### config.mk
export PLATFORM = sky130hd
export DESIGN_NAME = current_sensing_brake_actuator_fsm_flat
export DESIGN_NICKNAME = d
export VERILOG_FILES = /design/src/design/csba_pkg.sv /design/src/design/csba_if.sv /design/src/design/csba_step.sv /design/src/design/current_sensing_brake_actuator_fsm.sv /design/src/flat_wrapper.sv
export SDC_FILE = /design/constraint.sdc
export NUM_CORES = 1
export LEC_CHECK = 0
export BUFFER_PORTS_ARGS = -buffer_cell sky130_fd_sc_hd__buf_2
export CAP_MARGIN = 40
export CELL_PAD_IN_SITES_DETAIL_PLACEMENT = 2
export CELL_PAD_IN_SITES_GLOBAL_PLACEMENT = 2
export CORE_MARGIN = 3
export CORE_UTILIZATION = 42
export DETAILED_ROUTE_END_ITERATION = 8
export PLACE_DENSITY = 0.89
export RECOVER_POWER = 100
export REMOVE_ABC_BUFFERS = 1
export SLEW_MARGIN = 10
export SYNTH_ARGS = -nofsm -noshare
export SYNTH_HDL_FRONTEND = slang
export SYNTH_SLANG_ARGS = --single-unit
export TNS_END_PERCENT = 10
### constraint.sdc
create_clock -name clk -period 9.5 [get_ports clk]
set_input_delay 1.425 -clock clk [delete_from_list [all_inputs] [get_ports clk]]
set_output_delay 1.425 -clock clk [all_outputs]
set_load 0.02 [all_outputs]
### src/design/csba_pkg.sv
package csba_pkg;

	localparam int CURRENT_BITS     = 10;
	localparam int CLOSE_COUNT_BITS = 16;
	localparam int TICK_BITS        = 8;
	localparam int DUTY_BITS        = 8;
	localparam int CFG_IDX_BITS     = 3;
	// widest register is a current limit
	localparam int CFG_DATA_BITS    = CURRENT_BITS;

	localparam logic [CLOSE_COUNT_BITS-1:0] CLOSE_TICKS_MAX = '1;

	// Register indexes on the config port
	typedef enum logic [CFG_IDX_BITS-1:0] {
		REG_CLOSE_LIMIT   = 3'd0,
		REG_OPEN_LIMIT    = 3'd1,
		REG_CLOSE_HOLDOFF = 3'd2,
		REG_OPEN_HOLDOFF  = 3'd3,
		REG_STEP_TICKS    = 3'd4,
		REG_SPEED_FIRST   = 3'd5,
		REG_SPEED_SECOND  = 3'd6
	} reg_idx_t;

	localparam logic [CURRENT_BITS-1:0] RST_CLOSE_LIMIT   = 10'd370;
	localparam logic [CURRENT_BITS-1:0] RST_OPEN_LIMIT    = 10'd350;
	localparam logic [TICK_BITS-1:0]    RST_CLOSE_HOLDOFF = 8'd50;
	localparam logic [TICK_BITS-1:0]    RST_OPEN_HOLDOFF  = 8'd50;
	localparam logic [TICK_BITS-1:0]    RST_STEP_TICKS    = 8'd50;
	localparam logic [DUTY_BITS-1:0]    RST_SPEED         = 8'd159;

	// Brake mode, one-hot internally
	typedef enum logic [3:0] {
		M_OPEN    = 4'b0001,
		M_OPENING = 4'b0010,
		M_CLOSED  = 4'b0100,
		M_CLOSING = 4'b1000
	} mode_t;

	// Mode codes as seen on the result channel
	localparam logic [1:0] MODE_OPEN    = 2'd0;
	localparam logic [1:0] MODE_OPENING = 2'd1;
	localparam logic [1:0] MODE_CLOSED  = 2'd2;
	localparam logic [1:0] MODE_CLOSING = 2'd3;

	localparam logic [1:0] DRIVE_STOP  = 2'd0;
	localparam logic [1:0] DRIVE_OPEN  = 2'd1;
	localparam logic [1:0] DRIVE_CLOSE = 2'd2;

	localparam logic PROFILE_FIRST = 1'b0;
	localparam logic PROFILE_LAST  = 1'b1;

	typedef struct packed {
		logic [CURRENT_BITS-1:0] close_limit;
		logic [CURRENT_BITS-1:0] open_limit;
		logic [TICK_BITS-1:0]    close_holdoff;
		logic [TICK_BITS-1:0]    open_holdoff;
		logic [TICK_BITS-1:0]    step_ticks;
		logic [DUTY_BITS-1:0]    speed_first;
		logic [DUTY_BITS-1:0]    speed_second;
	} cfg_t;

	typedef struct packed {
		mode_t                       mode;
		logic [TICK_BITS-1:0]        tick_count;
		logic                        profile_idx;
		logic [CLOSE_COUNT_BITS-1:0] close_ticks;
		logic [1:0]                  drive;
		logic [DUTY_BITS-1:0]        duty;
	} state_t;

	function automatic logic [1:0] mode_code(mode_t m);
		logic [1:0] c;
		case (m)
			M_OPENING: c = MODE_OPENING;
			M_CLOSED:  c = MODE_CLOSED;
			M_CLOSING: c = MODE_CLOSING;
			default:   c = MODE_OPEN;
		endcase
		return c;
	endfunction

endpackage

### src/design/csba_if.sv
// Tick request channel: button level and current sample
interface csba_req_if;
	logic                                 valid;
	logic                                 ready;
	logic                                 button_released;
	logic [csba_pkg::CURRENT_BITS-1:0]    motor_current;

	modport source (output valid, output button_released, output motor_current, input ready);
	modport sink   (input valid, input button_released, input motor_current, output ready);
endinterface

// Tick response channel: drive command and mode
interface csba_rsp_if;
	logic                              valid;
	logic                              ready;
	logic                              action_valid;
	logic [1:0]                        drive_dir;
	logic [csba_pkg::DUTY_BITS-1:0]    duty_out;
	logic [1:0]                        mode_out;

	modport source (output valid, output action_valid, output drive_dir, output duty_out,
		output mode_out, input ready);
	modport sink   (input valid, input action_valid, input drive_dir, input duty_out,
		input mode_out, output ready);
endinterface

### src/design/csba_step.sv
// Next-state logic for one tick
module csba_step (
	input  csba_pkg::state_t                   cur,
	input  csba_pkg::cfg_t                     cfg,
	input  logic                               released,
	input  logic [csba_pkg::CURRENT_BITS-1:0]  current,
	output csba_pkg::state_t                   nxt,
	output logic                               changed
);

	logic [csba_pkg::TICK_BITS-1:0] tick_inc;
	logic                           close_run;
	logic                           open_run;
	logic                           ticks_nz;

	assign tick_inc = cur.tick_count + 8'd1;
	assign ticks_nz = (cur.close_ticks != '0);

	// Keep moving while below the limit (when opening, only with close ticks left), or while still in the hold-off window
	assign close_run = (current < cfg.close_limit) ||
		((cur.tick_count < cfg.close_holdoff) && (cur.profile_idx == csba_pkg::PROFILE_FIRST));
	assign open_run = ((current < cfg.open_limit) && ticks_nz) ||
		((cur.tick_count < cfg.open_holdoff) && (cur.profile_idx == csba_pkg::PROFILE_LAST));

	always_comb begin
		nxt     = cur;
		changed = 1'b0;
		if (!released) begin
			case (cur.mode)
				csba_pkg::M_OPEN, csba_pkg::M_OPENING: begin
					nxt.mode        = csba_pkg::M_CLOSING;
					nxt.tick_count  = '0;
					nxt.profile_idx = csba_pkg::PROFILE_FIRST;
					changed         = 1'b1;
				end
				csba_pkg::M_CLOSING: begin
					if (close_run) begin
						nxt.tick_count = tick_inc;
						if (cur.close_ticks != csba_pkg::CLOSE_TICKS_MAX)
							nxt.close_ticks = cur.close_ticks + 1'b1;
						if (tick_inc > cfg.step_ticks) begin
							nxt.tick_count  = '0;
							nxt.profile_idx = csba_pkg::PROFILE_LAST;
						end
					end else begin
						nxt.mode = csba_pkg::M_CLOSED;
						changed  = 1'b1;
					end
				end
				default: ;
			endcase
		end else begin
			case (cur.mode)
				csba_pkg::M_CLOSED, csba_pkg::M_CLOSING: begin
					nxt.mode        = csba_pkg::M_OPENING;
					nxt.tick_count  = '0;
					nxt.profile_idx = csba_pkg::PROFILE_LAST;
					changed         = 1'b1;
				end
				csba_pkg::M_OPENING: begin
					if (open_run) begin
						nxt.tick_count = tick_inc;
						if (ticks_nz)
							nxt.close_ticks = cur.close_ticks - 1'b1;
						if (tick_inc > cfg.step_ticks) begin
							nxt.tick_count  = '0;
							nxt.profile_idx = csba_pkg::PROFILE_FIRST;
						end
					end else begin
						nxt.mode        = csba_pkg::M_OPEN;
						nxt.close_ticks = '0;
						changed         = 1'b1;
					end
				end
				default: ;
			endcase
		end

		// Drive refresh on a mode change
		if (changed) begin
			case (nxt.mode)
				csba_pkg::M_OPENING: begin
					nxt.drive = csba_pkg::DRIVE_OPEN;
					nxt.duty  = nxt.profile_idx ? cfg.speed_second : cfg.speed_first;
				end
				csba_pkg::M_CLOSING: begin
					nxt.drive = csba_pkg::DRIVE_CLOSE;
					nxt.duty  = nxt.profile_idx ? cfg.speed_second : cfg.speed_first;
				end
				default: begin
					nxt.drive = csba_pkg::DRIVE_STOP;
					nxt.duty  = '0;
				end
			endcase
		end
	end

endmodule

### src/design/current_sensing_brake_actuator_fsm.sv
// The response is registered: it goes valid in the cycle after the request transfer.
// Throughput: one tick per cycle while rsp.ready holds; a response is held in one output register,
// and the next request is taken in the cycle that register is emptied.
// Async active-low reset: mode open, counters zero, drive stopped, config
// registers at their defaults (370, 350, 50, 50, 50, 159, 159).
module current_sensing_brake_actuator_fsm (
	input  logic                                 clk,
	input  logic                                 arst_n,
	csba_req_if.sink                             req,
	csba_rsp_if.source                           rsp,
	input  logic                                 cfg_we,
	input  logic [csba_pkg::CFG_IDX_BITS-1:0]    cfg_idx,
	input  logic [csba_pkg::CFG_DATA_BITS-1:0]   cfg_data
);

	csba_pkg::cfg_t   cfg_q;
	csba_pkg::state_t state_q;
	csba_pkg::state_t state_nxt;
	logic             changed;
	logic             req_xfer;
	logic             rsp_valid_q;
	logic             action_q;
	logic [1:0]       drive_q;
	logic [csba_pkg::DUTY_BITS-1:0] duty_q;
	logic [1:0]       mode_q;

	// Config registers; indexes past the last register are dropped
	always_ff @(posedge clk or negedge arst_n) begin
		if (!arst_n) begin
			cfg_q.close_limit   <= csba_pkg::RST_CLOSE_LIMIT;
			cfg_q.open_limit    <= csba_pkg::RST_OPEN_LIMIT;
			cfg_q.close_holdoff <= csba_pkg::RST_CLOSE_HOLDOFF;
			cfg_q.open_holdoff  <= csba_pkg::RST_OPEN_HOLDOFF;
			cfg_q.step_ticks    <= csba_pkg::RST_STEP_TICKS;
			cfg_q.speed_first   <= csba_pkg::RST_SPEED;
			cfg_q.speed_second  <= csba_pkg::RST_SPEED;
		end else if (cfg_we) begin
			case (csba_pkg::reg_idx_t'(cfg_idx))
				csba_pkg::REG_CLOSE_LIMIT:   cfg_q.close_limit   <= cfg_data;
				csba_pkg::REG_OPEN_LIMIT:    cfg_q.open_limit    <= cfg_data;
				csba_pkg::REG_CLOSE_HOLDOFF: cfg_q.close_holdoff <= cfg_data[7:0];
				csba_pkg::REG_OPEN_HOLDOFF:  cfg_q.open_holdoff  <= cfg_data[7:0];
				csba_pkg::REG_STEP_TICKS:    cfg_q.step_ticks    <= cfg_data[7:0];
				csba_pkg::REG_SPEED_FIRST:   cfg_q.speed_first   <= cfg_data[7:0];
				csba_pkg::REG_SPEED_SECOND:  cfg_q.speed_second  <= cfg_data[7:0];
				default: ;
			endcase
		end
	end

	// Take a new tick whenever the response register is empty or being drained
	assign req.ready = !rsp_valid_q || rsp.ready;
	assign req_xfer  = req.valid && req.ready;

	csba_step u_step (
		.cur      (state_q),
		.cfg      (cfg_q),
		.released (req.button_released),
		.current  (req.motor_current),
		.nxt      (state_nxt),
		.changed  (changed)
	);

	// Controller state advances once per accepted tick
	always_ff @(posedge clk or negedge arst_n) begin
		if (!arst_n) begin
			state_q.mode        <= csba_pkg::M_OPEN;
			state_q.tick_count  <= '0;
			state_q.profile_idx <= csba_pkg::PROFILE_FIRST;
			state_q.close_ticks <= '0;
			state_q.drive       <= csba_pkg::DRIVE_STOP;
			state_q.duty        <= '0;
		end else if (req_xfer) begin
			state_q <= state_nxt;
		end
	end

	// Response register
	always_ff @(posedge clk or negedge arst_n) begin
		if (!arst_n) begin
			rsp_valid_q <= 1'b0;
		end else if (req_xfer) begin
			rsp_valid_q <= 1'b1;
		end else if (rsp.ready) begin
			rsp_valid_q <= 1'b0;
		end
	end

	// Payload needs no reset; only loaded on a request transfer
	always_ff @(posedge clk) begin
		if (req_xfer) begin
			action_q <= changed;
			drive_q  <= state_nxt.drive;
			duty_q   <= state_nxt.duty;
			mode_q   <= csba_pkg::mode_code(state_nxt.mode);
		end
	end

	assign rsp.valid        = rsp_valid_q;
	assign rsp.action_valid = action_q;
	assign rsp.drive_dir    = drive_q;
	assign rsp.duty_out     = duty_q;
	assign rsp.mode_out     = mode_q;

endmodule

### src/flat_wrapper.sv
// flat-port wrapper written by rule: the top's interface ports become plain ports
module current_sensing_brake_actuator_fsm_flat 
  (clk, arst_n, cfg_we, cfg_idx, cfg_data, req_valid, req_button_released, req_motor_current, req_ready, rsp_valid, rsp_action_valid, rsp_drive_dir, rsp_duty_out, rsp_mode_out, rsp_ready);
  csba_req_if req_i ();
  csba_rsp_if rsp_i ();
  input  logic clk;
  input  logic arst_n;
  input  logic cfg_we;
  input  logic [csba_pkg::CFG_IDX_BITS-1:0] cfg_idx;
  input  logic [csba_pkg::CFG_DATA_BITS-1:0] cfg_data;
  input wire logic [$bits(req_i.valid)-1:0] req_valid;
  input wire logic [$bits(req_i.button_released)-1:0] req_button_released;
  input wire logic [$bits(req_i.motor_current)-1:0] req_motor_current;
  output wire logic [$bits(req_i.ready)-1:0] req_ready;
  output wire logic [$bits(rsp_i.valid)-1:0] rsp_valid;
  output wire logic [$bits(rsp_i.action_valid)-1:0] rsp_action_valid;
  output wire logic [$bits(rsp_i.drive_dir)-1:0] rsp_drive_dir;
  output wire logic [$bits(rsp_i.duty_out)-1:0] rsp_duty_out;
  output wire logic [$bits(rsp_i.mode_out)-1:0] rsp_mode_out;
  input wire logic [$bits(rsp_i.ready)-1:0] rsp_ready;
  assign req_i.valid = req_valid;
  assign req_i.button_released = req_button_released;
  assign req_i.motor_current = req_motor_current;
  assign req_ready = req_i.ready;
  assign rsp_valid = rsp_i.valid;
  assign rsp_action_valid = rsp_i.action_valid;
  assign rsp_drive_dir = rsp_i.drive_dir;
  assign rsp_duty_out = rsp_i.duty_out;
  assign rsp_mode_out = rsp_i.mode_out;
  assign rsp_i.ready = rsp_ready;
  current_sensing_brake_actuator_fsm u_core (.clk(clk), .arst_n(arst_n), .req(req_i), .rsp(rsp_i), .cfg_we(cfg_we), .cfg_idx(cfg_idx), .cfg_data(cfg_data));
endmodule
# Yosys cells after proc, flatten, opt, wreduce, memory -nomap -nowiden
# Cells that the tools add are included.
# classes
reduce_logical,26
add_sub_neg,3
n_mux,25
n_bitwise,1
eq_ne,19
n_lt_le_gt_ge,5
# ops
operator,count
$mux 16,5
$pmux 13 s2,2
$mux 29,1
$mux 9,3
$mux 25,1
$lt 10x10->1,2
$pmux 10 s2,1
$add 16x1->16 const B,1
$lt 8x8->1,2
$ne 16x16->1 const B,1
$reduce_bool 16->1,1
$sub 16x1->16 const B,1
$reduce_and 2->1,7
$mux 10,1
$eq 3x3->1 const B,3
$add 8x1->8 const B,1
$eq 4x2->1 const B,2
$eq 4x3->1 const B,2
$eq 4x4->1 const B,2
$gt 8x8->1,1
$mux 4,2
$mux 8,1
$reduce_bool 2->1,4
$eq 3x2->1 const B,2
other kinds (18),30
# word_totals
regBits,113
out_inout_bits,15

# Logic depth before layout (Yosys ltp)
# depth
depth_word,9
depth_mapped,14

# Modules after synthesis
# From an unflattened synthesis, not the netlist that was laid out.
# hier_totals
hier_cells,684
hier_area_um2,7150.6
# by_module_without_submodules
mod,n_inst,seq_area_each_um2,area_each_um2,cells_per_inst
current_sensing_brake_actuator_fsm,1,2934.1,4229.1,236
csba_step,1,0.0,2921.6,448

# Least setup slack after synthesis
# No wires, ideal clock.
# synth_timing
path_type,input to register
startpoint,input req_motor_current[7]
endpoint,"register u_core.duty_q (netlist bit u_core.rsp.duty_out[0]), data pin"
n_path_buf,1
t_arrival_ps,3318
setup_slack_ps,5912
required_time_ps,9230
cell_stages,10
setup_time_ps,270
path_cell_list,ha_1 -> a211oi_1 -> nor2_1 -> nor2_1 -> a31oi_1 -> or3_1 -> a32o_1 -> clkbuf_1 -> mux2i_1 -> o21ai_1
# synth_lines
item,line_no,rtl
"start, declared",flat_wrapper.sv:13,input wire logic [$bits(req_i.motor_current)-1:0] req_motor_current;
"end signal, assigned",current_sensing_brake_actuator_fsm.sv:94,duty_q <= state_nxt.duty;
"end, declared",current_sensing_brake_actuator_fsm.sv:24,logic [csba_pkg::DUTY_BITS-1:0] duty_q;

==> impl_metrics.ini <==
[place]
placed_cell_area_um2 = 6840
dp_slack_ns = 5.34
hpwlAfterDp_um = 14500
place_congestion = 0.863
portBuffers = 43

[sta]
fin_ws_ns = 3.73
worstMarginPinSlew_ns = 3.27
max_slew_margin = -1.18
slew_violations = 103
rsz0062_at_grt = false
fin_crit_sh = 0.607
skew_ns = 0.0158
setup_tns_ns = 0
finalSetupViolCount = 0
max_freq_mhz = 173
finalCriticalPeriod_ns = 5.77
hold_viol_final = 0

[logic_synthesis]
synth_top_area_share = 0.260
synth.distinct_cells = 62
ys_top_cells_by_count = 70 x nand2_1, 67 x dfrtp_1, 55 x o21ai_0
synthFlopType = dfrtp_1
synth-compound-area-share = 0.193
synth_area_leaders = dfrtp_1 26%, dfstp_2 13%, ha_1 8.4%
synth_edf_count = 13
synthArstFlopShare = 0.885
synth_top_family_by_area = compound AO/OA/AOI/OAI gates
muxShareOfSynthArea = 0.0631
synthCells = 664
yosys.area_share.simple = 0.145
ys_seq_elements = 113
synth-xor-area-share = 0.0122
syn_avg_cell_area_um2 = 9.70
synth_top_cell_by_area = dfrtp_1
syn_area_um2 = 6440
synth_adder_area_share = 0.0835
yosysSeqAreaShare = 0.456
synth_warnings = 0
synth_most_common_cell = nand2_1

[drt]
wl_per_cell_um = 25.7
vias = 5676
drc = 0
via_per_inst = 6.28
drt_iter0_drc = 345
ant_nets = 0
wl_um = 23300
dr.pass1.iters = 5

[final_layout]
finish.utilization = 0.498
fin_area_um2 = 7350
num_antenna_cells = 0
n_fill_cell = 1560
final_nets = 779
drive_gt1_frac = 0.178
syn_to_final_growth_pct = 14.1

[global_route]
grt_first_pass_wirelength_um = 36400
grt_antenna_before_repair = 0
grt_pass1_vias = 6284
overflow = 0
grt_max_degree = 59
grt_usage = 0.287

[cts]
numCtsBuffers = 17
cts_buffer_depth = 2
htreeDepth = 4
hold_buffers = 0
insertion_delay_ns = 0.44
cts_setup_buffers = 0
cts.sinks = 113
clk_pin_slew_ns = 0.06
cts_tree = yes
cts-root-buf = clkbuf_16
cts_resized = 0

[min_path]
hold_path_class = reg2reg
min_path_cells = 1

[power_and_ir_drop]
power.density_nw_per_um2 = 296
ir_worst_vdd_mv = 0.165
leakagePower_nw = 3.15

[run_status]
outcome = complete, but fails checks
violations = capacitance limit, slew limit

[floorplan]
die_x_um = 130
core_um2 = 14800
die_height_um = 130
start_util = 0.437
ios = 44
die_area_um2 = 16900
core.rowCount = 44

[setup_path]
cp_max_fo = 58
crit_path_top_delay_cell = clkbuf_1
endpoint_kind = asynchronous set/reset pin
path_depth = 2
cp_cell_sequence = clkbuf_1, clkbuf_1
worstSetupPathType = in2async
path_common_cell = clkbuf_1
startpoint_type = primary input
arrival_ns = 5.58
rr_worst_depth = 10
path_delay_family = buffers and inverters
cpPeakStageDelay_ns = 2.41
critPathBufInv = 2
crit_required_ns = 9.31

[run]
maxCapViolCount = 2
final timing paths:
path | end | start | slack (ns)
setup / recovery | u_core.cfg_q[50] | arst_n | 3.73
hold reg to reg | u_core.state_q[7] | u_core.state_q[7] | 0.50
max in group clk | u_core.state_q[25] | u_core.state_q[10] | 5.24
setup reg to reg | u_core.state_q[25] | u_core.state_q[10] | 5.24
hold / removal | u_core.state_q[7] | u_core.state_q[7] | 0.50
min in group asynchronous | u_core.state_q[32] | arst_n | 1.73
stage by stage:
stage	instances	total power, mW	hold WS, ns
floorplan	636	1.23	0.456
finish	904	2.18	0.495
global route	904	2.29	0.510
global placement	870	1.40	0.470
detailed placement	872	1.49	0.478
CTS	904	2.19	0.494
cells by family after synthesis:
| group | Yosys count |
|---|---|
| AO/OA/AOI/OAI | 199 |
| AND/OR/NAND/NOR | 186 |
| flip-flops | 113 |
| buffers and inverters | 77 |
| adder cells (fa/ha/maj) | 43 |
| multiplexers | 37 |
| XOR/XNOR | 9 |
routing by layer:
layer | track usage | part of all wire
met5 | 0 | 0
met4 | 0.123 | 0.033
met3 | 0.0614 | 0.048
met2 | 0.492 | 0.50
met1 | 0.349 | 0.42
sequential cells by signal, indices dropped and copies added (netlist names):
signal / count
u_core.rsp.duty_out: 8
u_core.rsp.action_valid: 1
u_core.rsp.valid: 1
u_core.rsp.drive_dir: 2
u_core.cfg_q: 60
u_core.rsp.mode_out: 2
u_core.state_q: 39
report_power, final:
| part | switching [mW] | total (mW) | leakage, nW | internal [mW] |
|---|---|---|---|---|
| Combinational | 0.491 | 0.752 | 1.55 | 0.261 |
| Sequential | 0.131 | 0.782 | 1.32 | 0.652 |
| Clock | 0.248 | 0.643 | 0.277 | 0.395 |
final cells by class:
cell class              count  area (um^2)  share of cell area
clock inverters             8         76.3              0.0104
flip-flops and latches    113         2930               0.399
repair buffers             52          228              0.0310
clock buffers              24          503              0.0684
inverters                  49          184              0.0250
multi-input cells         474         3200               0.435
well taps                 184          230              0.0313
cell usage in the layout (no fill, tap or decap), types with 5 or more instances in the layout:
cell,count
a211oi_1,5
a21o_1,6
a21oi_1,34
a221oi_1,6
a31oi_1,6
buf_2,23
clkbuf_1,30
clkbuf_16,18
dfrtp_1,67
dfstp_2,33
edfxtp_1,13
ha_1,43
inv_1,48
mux2_2,29
mux2i_1,8
nand2_1,70
nand2b_1,11
nand3_1,18
nand4_1,8
nor2_1,27
nor3_1,7
o211ai_1,6
o21ai_0,73
o21ai_1,7
o22ai_1,13
o2bb2ai_1,10
o31ai_1,8
or3_1,9
xnor2_1,5
No activity file was read; power rests on OpenSTA's default activity.
